## src/sv/pic_pkg.sv

```systemverilog
// Shared types, operation codes and saturation helpers for the 1-D particle push.
// Used by pic_ctrl, pic_dp and the top level; no dependencies.
`default_nettype none
package pic_pkg;

   localparam int FACES_DEF      = 1024;
   localparam int MAX_PASSES_DEF = 10;
   localparam int CSR_IDX_W      = 3;
   localparam int CSR_W          = 32;
   localparam int PASS_W         = 7;
   localparam int OP_W           = 5;

   localparam logic [CSR_IDX_W-1:0] CSR_STEP_TIME  = 3'd0;
   localparam logic [CSR_IDX_W-1:0] CSR_CHARGE     = 3'd1;
   localparam logic [CSR_IDX_W-1:0] CSR_SUB_STEPS  = 3'd2;
   localparam logic [CSR_IDX_W-1:0] CSR_CRANK      = 3'd3;
   localparam logic [CSR_IDX_W-1:0] CSR_CELL_WIDTH = 3'd4;
   localparam logic [CSR_IDX_W-1:0] CSR_INV_WIDTH  = 3'd5;
   localparam logic [CSR_IDX_W-1:0] CSR_DOMAIN     = 3'd6;
   localparam logic [CSR_IDX_W-1:0] CSR_TOLERANCE  = 3'd7;

   // Sequencer steps; the datapath decodes the same codes.
   localparam logic [OP_W-1:0] OP_IDLE    = 5'd0;
   localparam logic [OP_W-1:0] OP_KICK    = 5'd1;
   localparam logic [OP_W-1:0] OP_POS_MUL = 5'd2;
   localparam logic [OP_W-1:0] OP_POS_ADD = 5'd3;
   localparam logic [OP_W-1:0] OP_WRAP_X  = 5'd4;
   localparam logic [OP_W-1:0] OP_WAIT_X  = 5'd5;
   localparam logic [OP_W-1:0] OP_WRAP_H  = 5'd6;
   localparam logic [OP_W-1:0] OP_WAIT_H  = 5'd7;
   localparam logic [OP_W-1:0] OP_IDX_MUL = 5'd8;
   localparam logic [OP_W-1:0] OP_IDX     = 5'd9;
   localparam logic [OP_W-1:0] OP_RD1     = 5'd10;
   localparam logic [OP_W-1:0] OP_RD2     = 5'd11;
   localparam logic [OP_W-1:0] OP_SL_MUL  = 5'd12;
   localparam logic [OP_W-1:0] OP_SLOPE   = 5'd13;
   localparam logic [OP_W-1:0] OP_EP_MUL  = 5'd14;
   localparam logic [OP_W-1:0] OP_EP      = 5'd15;
   localparam logic [OP_W-1:0] OP_V_MUL   = 5'd16;
   localparam logic [OP_W-1:0] OP_V       = 5'd17;
   localparam logic [OP_W-1:0] OP_CX      = 5'd18;
   localparam logic [OP_W-1:0] OP_CV      = 5'd19;
   localparam logic [OP_W-1:0] OP_CHK     = 5'd20;
   localparam logic [OP_W-1:0] OP_SUBEND  = 5'd21;
   localparam logic [OP_W-1:0] OP_OUT     = 5'd22;

   typedef struct packed {
      logic [OP_W-1:0]   op;
      logic              start;
      logic              we;
      logic              load_out;
      logic [PASS_W-1:0] pass;
   } cmd_type;

   typedef struct packed {
      logic       wrap_fast;
      logic       div_done;
      logic       converged;
      logic       out_free;
      logic [7:0] subs;
   } sts_type;

   function automatic logic signed [31:0] sat32(input logic signed [65:0] a);
      logic signed [31:0] r;
      if (a > $signed({34'd0, 32'h7FFFFFFF})) r = 32'sh7FFFFFFF;
      else if (a < $signed({{34{1'b1}}, 32'h80000000})) r = 32'sh80000000;
      else r = a[31:0];
      return r;
   endfunction

   // Product scaled back to Q16.16 with floor rounding and saturation.
   function automatic logic signed [31:0] qsat(input logic signed [65:0] p);
      return sat32(p >>> 16);
   endfunction

endpackage
`default_nettype wire

```

## src/sv/pic_ctrl.sv

```systemverilog
// Sequencer for the particle push: subcycles, Picard passes and the steps of one pass.
// Depends on pic_pkg; drives pic_dp through cmd_type and reads sts_type.
`default_nettype none
module pic_ctrl #(
   parameter int MAX_PASSES = pic_pkg::MAX_PASSES_DEF
) (
   input  wire logic              clock,
   input  wire logic              reset,
   input  wire logic              req_valid,
   input  wire logic              req_func,
   output logic                   req_ready,
   input  wire pic_pkg::sts_type  sts,
   output pic_pkg::cmd_type       cmd
);
   import pic_pkg::*;

   logic [OP_W-1:0]   state_ff, state_in;
   logic [PASS_W-1:0] pass_ff, pass_in;
   logic [7:0]        sub_ff, sub_in;
   logic              accept;
   logic              pass_end;

   assign accept    = req_valid && (state_ff == OP_IDLE);
   assign req_ready = (state_ff == OP_IDLE);
   assign pass_end  = sts.converged || ((pass_ff + PASS_W'(1)) == PASS_W'(MAX_PASSES));

   always_comb begin
      state_in = state_ff;
      pass_in  = pass_ff;
      sub_in   = sub_ff;
      case (state_ff)
         OP_IDLE: begin
            if (accept && req_func) begin
               state_in = OP_KICK;
               pass_in  = '0;
               sub_in   = '0;
            end
         end
         OP_KICK:    state_in = OP_POS_MUL;
         OP_POS_MUL: state_in = OP_POS_ADD;
         OP_POS_ADD: state_in = OP_WRAP_X;
         OP_WRAP_X:  state_in = sts.wrap_fast ? OP_WRAP_H : OP_WAIT_X;
         OP_WAIT_X:  if (sts.div_done) state_in = OP_WRAP_H;
         OP_WRAP_H:  state_in = sts.wrap_fast ? OP_IDX_MUL : OP_WAIT_H;
         OP_WAIT_H:  if (sts.div_done) state_in = OP_IDX_MUL;
         OP_IDX_MUL: state_in = OP_IDX;
         OP_IDX:     state_in = OP_RD1;
         OP_RD1:     state_in = OP_RD2;
         OP_RD2:     state_in = OP_SL_MUL;
         OP_SL_MUL:  state_in = OP_SLOPE;
         OP_SLOPE:   state_in = OP_EP_MUL;
         OP_EP_MUL:  state_in = OP_EP;
         OP_EP:      state_in = OP_V_MUL;
         OP_V_MUL:   state_in = OP_V;
         OP_V:       state_in = OP_CX;
         OP_CX:      state_in = OP_CV;
         OP_CV:      state_in = OP_CHK;
         OP_CHK: begin
            pass_in = pass_ff + PASS_W'(1);
            if (!pass_end) state_in = OP_POS_MUL;
            else if ((sub_ff + 8'd1) >= sts.subs) state_in = OP_OUT;
            else state_in = OP_SUBEND;
         end
         OP_SUBEND: begin
            sub_in   = sub_ff + 8'd1;
            pass_in  = '0;
            state_in = OP_POS_MUL;
         end
         OP_OUT:     if (sts.out_free) state_in = OP_IDLE;
         default:    state_in = OP_IDLE;
      endcase
   end

   always_ff @(posedge clock) begin
      if (reset) begin
         state_ff <= OP_IDLE;
         pass_ff  <= '0;
         sub_ff   <= '0;
      end else begin
         state_ff <= state_in;
         pass_ff  <= pass_in;
         sub_ff   <= sub_in;
      end
   end

   always_comb begin
      cmd.op       = state_ff;
      cmd.start    = accept && req_func;
      cmd.we       = accept && !req_func;
      cmd.load_out = (state_ff == OP_OUT) && sts.out_free;
      cmd.pass     = pass_ff;
   end

   a_pass_bound: assert property (@(posedge clock) disable iff (reset)
      state_ff != OP_IDLE |-> pass_ff <= PASS_W'(MAX_PASSES))
      else $error("pass counter beyond limit");
   a_out_free: assert property (@(posedge clock) disable iff (reset)
      cmd.load_out |-> sts.out_free)
      else $error("result loaded over a waiting word");
   a_conv_exit: assert property (@(posedge clock) disable iff (reset)
      (state_ff == OP_CHK && sts.converged) |=> state_ff != OP_POS_MUL)
      else $error("pass loop continued after convergence");
   a_div_wait: assert property (@(posedge clock) disable iff (reset)
      (state_ff == OP_WAIT_X && sts.div_done) |=> state_ff == OP_WRAP_H)
      else $error("wrap of position did not advance");
endmodule
`default_nettype wire

```

## config.mk

```make
export PLATFORM = sky130hd
export DESIGN_NAME = pic_ctrl
export DESIGN_NICKNAME = d
export VERILOG_FILES = /design/src/sv/pic_pkg.sv /design/src/sv/pic_ctrl.sv
export SDC_FILE = /design/constraint.sdc
export NUM_CORES = 1
export LEC_CHECK = 0
export BUFFER_PORTS_ARGS = -buffer_cell sky130_fd_sc_hd__buf_2
export CAP_MARGIN = 10
export CORE_MARGIN = 8
export CORE_UTILIZATION = 40
export DETAILED_ROUTE_END_ITERATION = 8
export GPL_TIMING_DRIVEN = 0
export MAX_ROUTING_LAYER = met4
export SLEW_MARGIN = 20
export SYNTH_ARGS = -nofsm -noshare
export SYNTH_HDL_FRONTEND = slang
export SYNTH_SLANG_ARGS = --single-unit
```

## constraint.sdc

```tcl
create_clock -name clock -period 2.3 [get_ports clock]
set_input_delay 0.115 -clock clock [delete_from_list [all_inputs] [get_ports clock]]
set_output_delay 0.115 -clock clock [all_outputs]
set_load 0.03 [all_outputs]
```

==> metrics.txt, run 1 <==
status finished, final reports clean; Synth Cell Area 0.00148 mm2; gr ovfl total 0; I/O pins 32; CP Data Required Time 2450 ps; peak supply drop 0.193 mV; clk root buf clkbuf_8; largest net degree at the start of global routing 11; Int Power 0.503 mW; Die Area 0.00590 mm2; syn_area_per_cell 7.62 um2; Post-synth EDFFs 0; reg-to-reg startpoint sub_ff[0]; overall power 0.693 mW; CP Capture Type flop; Die Y 76.8 um; ANT cells 0; max_cap viols 0; CTS Buf Count 3; CP bufs+invs 0; Post-synth ARST share 0%; start point of the critical path sub_ff[0]; predominant post-synthesis flop cell dfxtp_1; min Tclk post-route around 2200 ps; 1st-iter DRT viols 28; worst-margin pin slew 908 ps; period utilization 97.6%; final max-slew violation count 0; First-pass DRT Iterations 4; initial antenna violation count 0; share of cells above drive strength 1 23.6%; switch share 27.5%; CP max stage delay between 300 and 400 ps; most frequent cells in the layout buf_2, nor2_1, a21oi_1, dfxtp_1, nand2_1; min-delay src reset; worst-path maximum fanout 6; Synth Instances 194; area delta synth->final 24.1%; Achievable Freq 446 MHz; PnR worst setup slack 55.6 ps; Setup violations, final 0; FILL cells 378; Routed Antenna Nets 0; Setup WS pre-CTS -141 ps; Hold Violations, Final 0; H-Tree Depth 1; Placer Congestion 0.849; num rows 22; Min-Delay Path Class in -> reg; flop and latch count out of synthesis 20; power density cells roughly 380 mW/mm2; initial core utilization 41.0%; Yosys top cell by area dfxtp_1; met1 Use GR 16.5%; ordered cell list for the critical path and4_4, nand4_1, xnor2_2, ha_1, nand4_1, o311a_1, o21a_1, o311a_1; Wirelength per Cell 13.4 um; Nets about 260; via count 1536; vias in the first global route 1491; Routed WL between 3000 and 4000 um; CTS tree built; DRC violations left 0; first-pass GRT wire length about 6700 um; met2 Use GR between 20% and 30%; Synth Warn # 0; worst rel slew slack 38.9%; gr usage total a little over an eighth; Clock Latency Late Sink 260 ps; Worst EP arrival 2400 ps; clock sink count 20; WS Path Type reg -> reg; placeable core area 0.00361 mm2; Synth top area share 27.1%; HPWL after DPL between 2000 and 3000 um; grt peak-use layer met2; cell family with most CP delay compound AO/OA/AOI/OAI gates; Worst Setup Start Kind flop; leading cell type in the layout, fill and taps excluded buf_2; sequential share of the synthesized area 27.1%; met3 Track Usage GR 2.45%; Leakage Power about 0.80 nW; Setup TNS Final 0 ps; most area-consuming cells after synthesis dfxtp_1, ha_1, nor2_1; Vias per Instance 5.47; critical path's slowest cell dfxtp_4; clock share of power approximately 34%; I/O Buffers 31; R2R Setup Slk 60 ps; combinational fraction of design power 16.3%; Seq pwr share 50.2%; Reg area 415 um2; CTS clk-pin slew, worst paths roughly 80 ps; Mapped Nets 221; CTS Buffer Depth 2; multi-input combinational cell area ~0.0010 mm2; placed inst area 0.00171 mm2; Clock Skews between 8 and 9 ps; die width a little under 80 um; Synth cell types 44; cell area after layout 0.00184 mm2; Sw Pwr 0.190 mW; unrepaired setup endpoints after global routing yes
==> per-layer routing <==
layer	wire, um	up-vias
li1	-	787
met1	1900	711
met2	1690	36
met3	154	2
met4	17	0
met5	0	-
==> final timing paths <==
kind / end / depth (start not counted)
worst max-delay path: state_ff[0] / 8
worst min-delay path: state_ff[3] / 3
worst min register to register: sub_ff[3] / 2
worst max register to register: state_ff[0] / 8
==> metrics by stage <==
stage | std cells | hold WS, ps | utilization (%)
after global placement | 273 | 430 | 47.5
after CTS | 276 | 154 | 49.0
final | 281 | 156 | 50.9
after floorplan | 194 | 312 | -
after global routing | 281 | 174 | 50.9
after detailed placement | 273 | 433 | 47.5
==> flip-flops by register name, indices dropped and copies added, names as in the netlist <==
signal / count
pass_ff: 7
state_ff: 5
sub_ff: 8
==> power groups by stage <==
stage	combinational, mW	sequential (mW)	clock, mW
floorplan	0.0695	0.366	0
global placement	0.113	0.360	0
detailed placement	0.112	0.360	0
CTS	0.113	0.352	0.239
global route	0.125	0.348	0.257
finish	0.113	0.347	0.233
==> Yosys cell counts, types with 2 or more instances <==
library cell / count
xnor2_1: 4
inv_1: 10
nor2b_1: 2
nand3b_1: 4
xor2_1: 3
clkbuf_1: 6
a22oi_1: 4
o21a_1: 3
and3_1: 3
a21boi_0: 2
and2_1: 3
o311a_1: 2
nand2b_1: 4
nor2_1: 23
nand3_1: 4
or3_1: 7
nor4_1: 6
dfxtp_1: 20
ha_1: 11
nand4_1: 4
o21ai_0: 13
and4_1: 2
a21oi_1: 16
a31oi_1: 3
nor3_1: 2
nand2_1: 14
buf_6: 2
==> worst reg2reg max path, cell delays in order, from the launching register on <==
cell	delay, ps
dfxtp_4	390
and4_4	220
nand4_1	150
xnor2_2	190
ha_1	320
nand4_1	120
o311a_1	370
o21a_1	110
o311a_1	270
==> cell type report <==
cell class                      count  area share, %
Multi-Input combinational cell    154           56.2
Sequential cell                    20           22.6
Timing Repair Buffer               36           10.5
Tap cell                           48           3.27
Buffer                              9           2.73
Inverter                           11           2.39
Clock buffer                        3           2.25
==> logic make-up (layout without fill, tap and decap cells) <==
| group | count (synthesis) | count (layout) | synth area share [%] |
|---|---|---|---|
| xor gates and xnor gates | 7 | 7 | 4.15 |
| AOI/OAI and AO/OA | 53 | 53 | 23.3 |
| buffers and inverters | 20 | 59 | 6.35 |
| adders and majority gates | 11 | 11 | 9.31 |
| and+or+nand+nor | 83 | 83 | 29.9 |
| DFF | 20 | 20 | 27.1 |
==> what timing repair did <==
action | CTS | global route
pin swaps | 0 | 6
setup buffers | 0 | 5
endpoints found under the setup margin | 1 | 2
resized for setup | 5 | 8
hold buffers | 0 | 0
(Power assumes the default switching activity.)
==> inputs of run 2 (changes only) <==
--- a/config.mk
+++ b/config.mk
@@ -7,6 +7,7 @@
 export LEC_CHECK = 0
 export BUFFER_PORTS_ARGS = -buffer_cell sky130_fd_sc_hd__buf_2
 export CAP_MARGIN = 10
+export CORE_ASPECT_RATIO = 1.25
 export CORE_MARGIN = 8
 export CORE_UTILIZATION = 40
 export DETAILED_ROUTE_END_ITERATION = 8
==> metrics.txt, run 2 (synthesized netlist as in run 1, its figures left out) <==
Clock Skews 2.62 ps (-5.57 ps); ANT cells 0 (unchanged); min Tclk post-route 2280 ps (+31.6 ps); biggest registers after layout sub_ff (8), pass_ff (7), state_ff (5); Setup violations, final 0 (unchanged); status finished, final reports clean; FILL cells 347 (-8.2%); CTS clk-pin slew, worst paths 80 ps (about the same); Routed WL 4130 um (+9.8%); placeable core area 0.00351 mm2 (-2.6%); vias in the first global route 1578 (+5.8%); share of cells above drive strength 1 23.9% (+0.33 points); via count 1592 (+3.6%); 1st-iter DRT viols 135 (+380%); I/O Buffers 31 (unchanged); CTS tree built; period utilization 99.0% (+1.4 points); min-delay src reset; post-placement cell count 264 (-3.3%); WS Path Type reg -> reg; CP Capture Type flop; Achievable Freq 439 MHz (-1.4%); I/O pins 32 (unchanged); max reg flops 8 (unchanged); num rows 24 (+9.1%); area delta synth->final 24.3%; hold buffers post-CTS 0 (unchanged); hold_ws 168 ps (+11.5 ps); Worst Setup Start Kind flop; initial core utilization 42.1% (+1.1 points); final non-filler cell total 273 (-2.8%); worst-margin pin slew 843 ps (-65.1 ps); power density cells 403 mW/mm2 (+6.7%); H-Tree Depth 1 (unchanged); Setup TNS Final 0 ps (unchanged); Vias per Instance 5.83 (+6.7%); Wirelength per Cell 15.1 um (+13%); largest register by flop count sub_ff; multi-input combinational cell area 0.00103 mm2 (unchanged); First-pass DRT Iterations 4 (unchanged); final max-slew violation count 0 (unchanged); reg-to-reg startpoint sub_ff[0]; R2R depth 8 (unchanged); overall power 0.740 mW (+6.8%); gr usage total 13.9% (+0.74 points); peak supply drop 0.270 mV (+40%); worst rel slew slack 43.3% (+4.4 points); Nets 262 (unchanged); CTS Buffer Depth 2 (unchanged); CTS Buf Count 3 (unchanged); die width 70.4 um (-8.4%); clk root buf clkbuf_8; max_cap viols 0 (unchanged); Reg area 415 um2 (unchanged); Min-Delay Path Class in -> reg; start point of the critical path sub_ff[0]; Leakage Power 0.808 nW (+0.82%); HPWL after DPL 3070 um (+9.2%); most frequent cells in the layout buf_2, nor2_1, a21oi_1, dfxtp_1, nand2_1; Clock Latency Late Sink 260 ps (about the same); CP Data Required Time 2450 ps (about the same); worst-path maximum fanout 5 (-1); Die Y 84.0 um (+9.3%); initial antenna violation count 0 (unchanged); DRC violations left 0 (unchanged); Die Area 0.00591 mm2 (+0.20%); largest net degree at the start of global routing 12 (+1); Hold Violations, Final 0 (unchanged); Routed Antenna Nets 0 (unchanged); unrepaired setup endpoints after global routing yes; Hold Path Depth 3 (unchanged); Placer Congestion 0.868 (+2.3%); final core occ 52.3% (+1.4 points); clock sink count 20 (unchanged); first-pass GRT wire length 6910 um (+3.6%); Worst EP arrival 2430 ps (+30 ps); leading cell type in the layout, fill and taps excluded buf_2; gr ovfl total 0 (unchanged)
[run 2: cell types whose count changed in the layout (fill, tap and decap cells not counted)]
| cell | delta |
|---|---|
| clkbuf_8 | +1 |
[run 2: power breakdown]
part           total (mW)  switching [mW]  internal (mW)
registers           0.348         0.00329          0.344
logic               0.116          0.0739         0.0424
clock network       0.276           0.123          0.152
[run 2: layout make-up]
| cell class | count | area share [%] |
|---|---|---|
| Clock buffer | 4 | 3.00 |
| Timing Repair Buffer | 36 | 10.5 |
| Sequential cell | 20 | 22.6 |
| Multi-Input combinational cell | 154 | 56.2 |
| Buffer | 9 | 2.72 |
| Inverter | 11 | 2.38 |
| Tap cell | 39 | 2.65 |
[run 2: path summary, 6_finish.rpt]
check	to	slack (ps)
setup / recovery	state_ff[0]	20
setup reg to reg	state_ff[0]	20
hold reg to reg	sub_ff[5]	540
hold / removal	state_ff[3]	170
[run 2: per-layer routing]
metal | wire (um) | GRT usage, %
met1 | 1860 | 15.5
met2 | 2000 | 23.4
met3 | 189 | 2.86
met4 | 84 | 5.31
met5 | 0 | -
[run 2: worst max-delay path: stages (launching register included)]
cell and delay [ps]:
dfxtp_4 390, and4_4 220, nand4_1 150, xnor2_2 180, ha_1 310, nand4_1 130, o311a_1 390, o21a_1 110
o311a_1 280
[run 2: repair_timing]
| action | CTS | global route |
|---|---|---|
| gates resized for setup | 10 | 3 |
| cloned | 0 | 0 |
| buffers inserted | 0 | 5 |
| pin swaps | 1 | 5 |
| endpoints found under the hold margin | 0 | 0 |
| endpoints found under the setup margin | 1 | 1 |
[run 2: through the flow]
| stage | setup WS (ps) | area, um2 |
|---|---|---|
| floorplan | 107 | 1500 |
| global placement | -156 | 1700 |
| global route | -57.5 | 1840 |
| finish | 24.0 | 1840 |
| CTS | 8.31 | 1790 |
| detailed placement | -189 | 1700 |
==> inputs of run 3 (changes only) <==
--- a/config.mk
+++ b/config.mk
@@ -11,7 +11,6 @@
 export CORE_MARGIN = 8
 export CORE_UTILIZATION = 40
 export DETAILED_ROUTE_END_ITERATION = 8
-export GPL_TIMING_DRIVEN = 0
 export MAX_ROUTING_LAYER = met4
 export SLEW_MARGIN = 20
 export SYNTH_ARGS = -nofsm -noshare
==> metrics.txt, run 3 (synthesized netlist as in run 1, its figures left out) <==
Hold Violations, Final 0 (unchanged); H-Tree Depth 1 (unchanged); most frequent cells in the layout buf_2, nor2_1, dfxtp_1, a21oi_1, nand2_1; worst-path maximum fanout 5 (unchanged); first-pass GRT wire length 6670 um (-3.6%); Die Y 84.0 um (unchanged); WS Path Type reg -> reg; final max-slew violation count 0 (unchanged); R2R depth 8 (unchanged); vias in the first global route 1546 (-2.0%); cell area after layout 0.00180 mm2 (-1.8%); CTS clk-pin slew, worst paths 70 ps (about the same); via count 1556 (-2.3%); die width 70.4 um (unchanged); share of cells above drive strength 1 25.2% (+1.3 points); Leakage Power 0.807 nW (about the same); Worst Setup Start Kind flop; power density cells 389 mW/mm2 (-3.4%); Routed WL 4030 um (-2.2%); Setup TNS Final 0 ps (unchanged); critical path's slowest cell dfxtp_4; CTS tree built; Die Area 0.00591 mm2 (unchanged); Achievable Freq 449 MHz (+2.1%); Nets 259 (-1.1%); Routed Antenna Nets 0 (unchanged); I/O Buffers 31 (unchanged); DRC violations left 0 (unchanged); largest net degree at the start of global routing 21 (+9); status finished, final reports clean; CP bufs+invs 0 (unchanged); First-pass DRT Iterations 4 (unchanged); Worst EP arrival 2380 ps (-50 ps); Placer Congestion 0.841 (-3.1%); CP Data Required Time 2450 ps (about the same); worst rel slew slack 64.9% (+22 points); ordered cell list for the critical path and4_4, nand4_1, xnor2_2, ha_1, nand4_1, o311a_1, o21a_1, o311a_1; hold buffers post-CTS 0 (unchanged); CTS Buffer Depth 2 (unchanged); Vias per Instance 5.78 (-0.81%); peak supply drop 0.221 mV (-18%); Stages on worst setup path 8 (unchanged); max reg flops 8 (unchanged); leading cell type in the layout, fill and taps excluded buf_2; num rows 24 (unchanged); R2R Setup Slk 70 ps (+50 ps); placeable core area 0.00351 mm2 (unchanged); Clock Skews 1.25 ps (-1.38 ps); Met3 Wirelength 111 um (-41%); largest register by flop count sub_ff; worst-margin pin slew 525 ps (-318 ps); period utilization 96.9% (-2.1 points); gr ovfl total 0 (unchanged); overall power 0.701 mW (-5.2%); gr usage total 13.6% (-0.33 points); max_cap viols 0 (unchanged); clk root buf clkbuf_8; CP max stage delay 370 ps (-20 ps); placed inst area 0.00172 mm2 (+1.0%); ANT cells 0 (unchanged); initial core utilization 42.1% (unchanged); CP Capture Type flop; cell family with most CP delay compound AO/OA/AOI/OAI gates; biggest registers after layout sub_ff (8), pass_ff (7), state_ff (5); 1st-iter DRT viols 109 (-19%); CTS Buf Count 3 (unchanged); initial antenna violation count 0 (unchanged); Min-Delay Path Class in -> reg; Setup violations, final 0 (unchanged); area delta synth->final 22.0%; met2 WL 1980 um (-0.90%); clock sink count 20 (unchanged); I/O pins 32 (unchanged); max layer used met4; Clock Latency Late Sink 260 ps (about the same); Hold Path Depth 3 (unchanged); HPWL after DPL 3100 um (+1.0%); min Tclk post-route 2230 ps (-47.9 ps); met1 WL 1890 um (+1.6%); Wirelength per Cell 15.0 um (-0.78%)
-- run 3: path summary, 6_finish.rpt --
| check | startpoint | to |
|---|---|---|
| setup / recovery | sub_ff[3] | state_ff[0] |
| hold / removal | sts[9] | state_ff[1] |
| setup reg to reg | sub_ff[3] | state_ff[0] |
| hold reg to reg | sub_ff[3] | sub_ff[3] |
-- run 3: stage by stage --
stage	util, %	cells	setup WS (ps)	hold slack [ps]
floorplan	-	194	107	312
global placement	49.0	264	94.0	463
detailed placement	49.0	264	44.0	481
CTS	50.1	267	29.2	202
global route	51.4	269	-15.9	204
finish	51.4	269	71.9	207
-- run 3: timing repair --
action	in CTS	in global routing
buffers inserted	0	2
resized for setup	0	10
setup endpoints to repair	0	2
-- run 3: power by group --
| group | internal [mW] | switching, mW | total [mW] |
|---|---|---|---|
| sequential | 0.348 | 0.00666 | 0.355 |
| clock | 0.117 | 0.117 | 0.234 |
| combinational | 0.0434 | 0.0693 | 0.113 |
| total | 0.508 | 0.193 | 0.701 |
-- run 3: cell type report --
type | instances | area [um2]
inverters | 11 | 43.8
multi-input cells | 154 | 1030
repair buffers | 42 | 238
clock buffers | 3 | 41.3
fillers | 348 | 1710
well taps | 39 | 48.8
flip-flops and latches | 20 | 407
-- run 3: layer usage --
| metal | up-vias | GRT usage, % |
|---|---|---|
| li1 | 788 | - |
| met1 | 734 | 15.4 |
| met2 | 30 | 22.4 |
| met3 | 4 | 1.90 |
| met4 | 0 | 6.96 |
| met5 | - | - |
-- run 3: worst reg2reg max path: stages, from the launching register on --
cell and delay [ps]:
dfxtp_4 370, and4_4 240, nand4_1 170, xnor2_2 190, ha_1 310, nand4_1 110, o311a_1 310, o21a_1 100
o311a_1 320
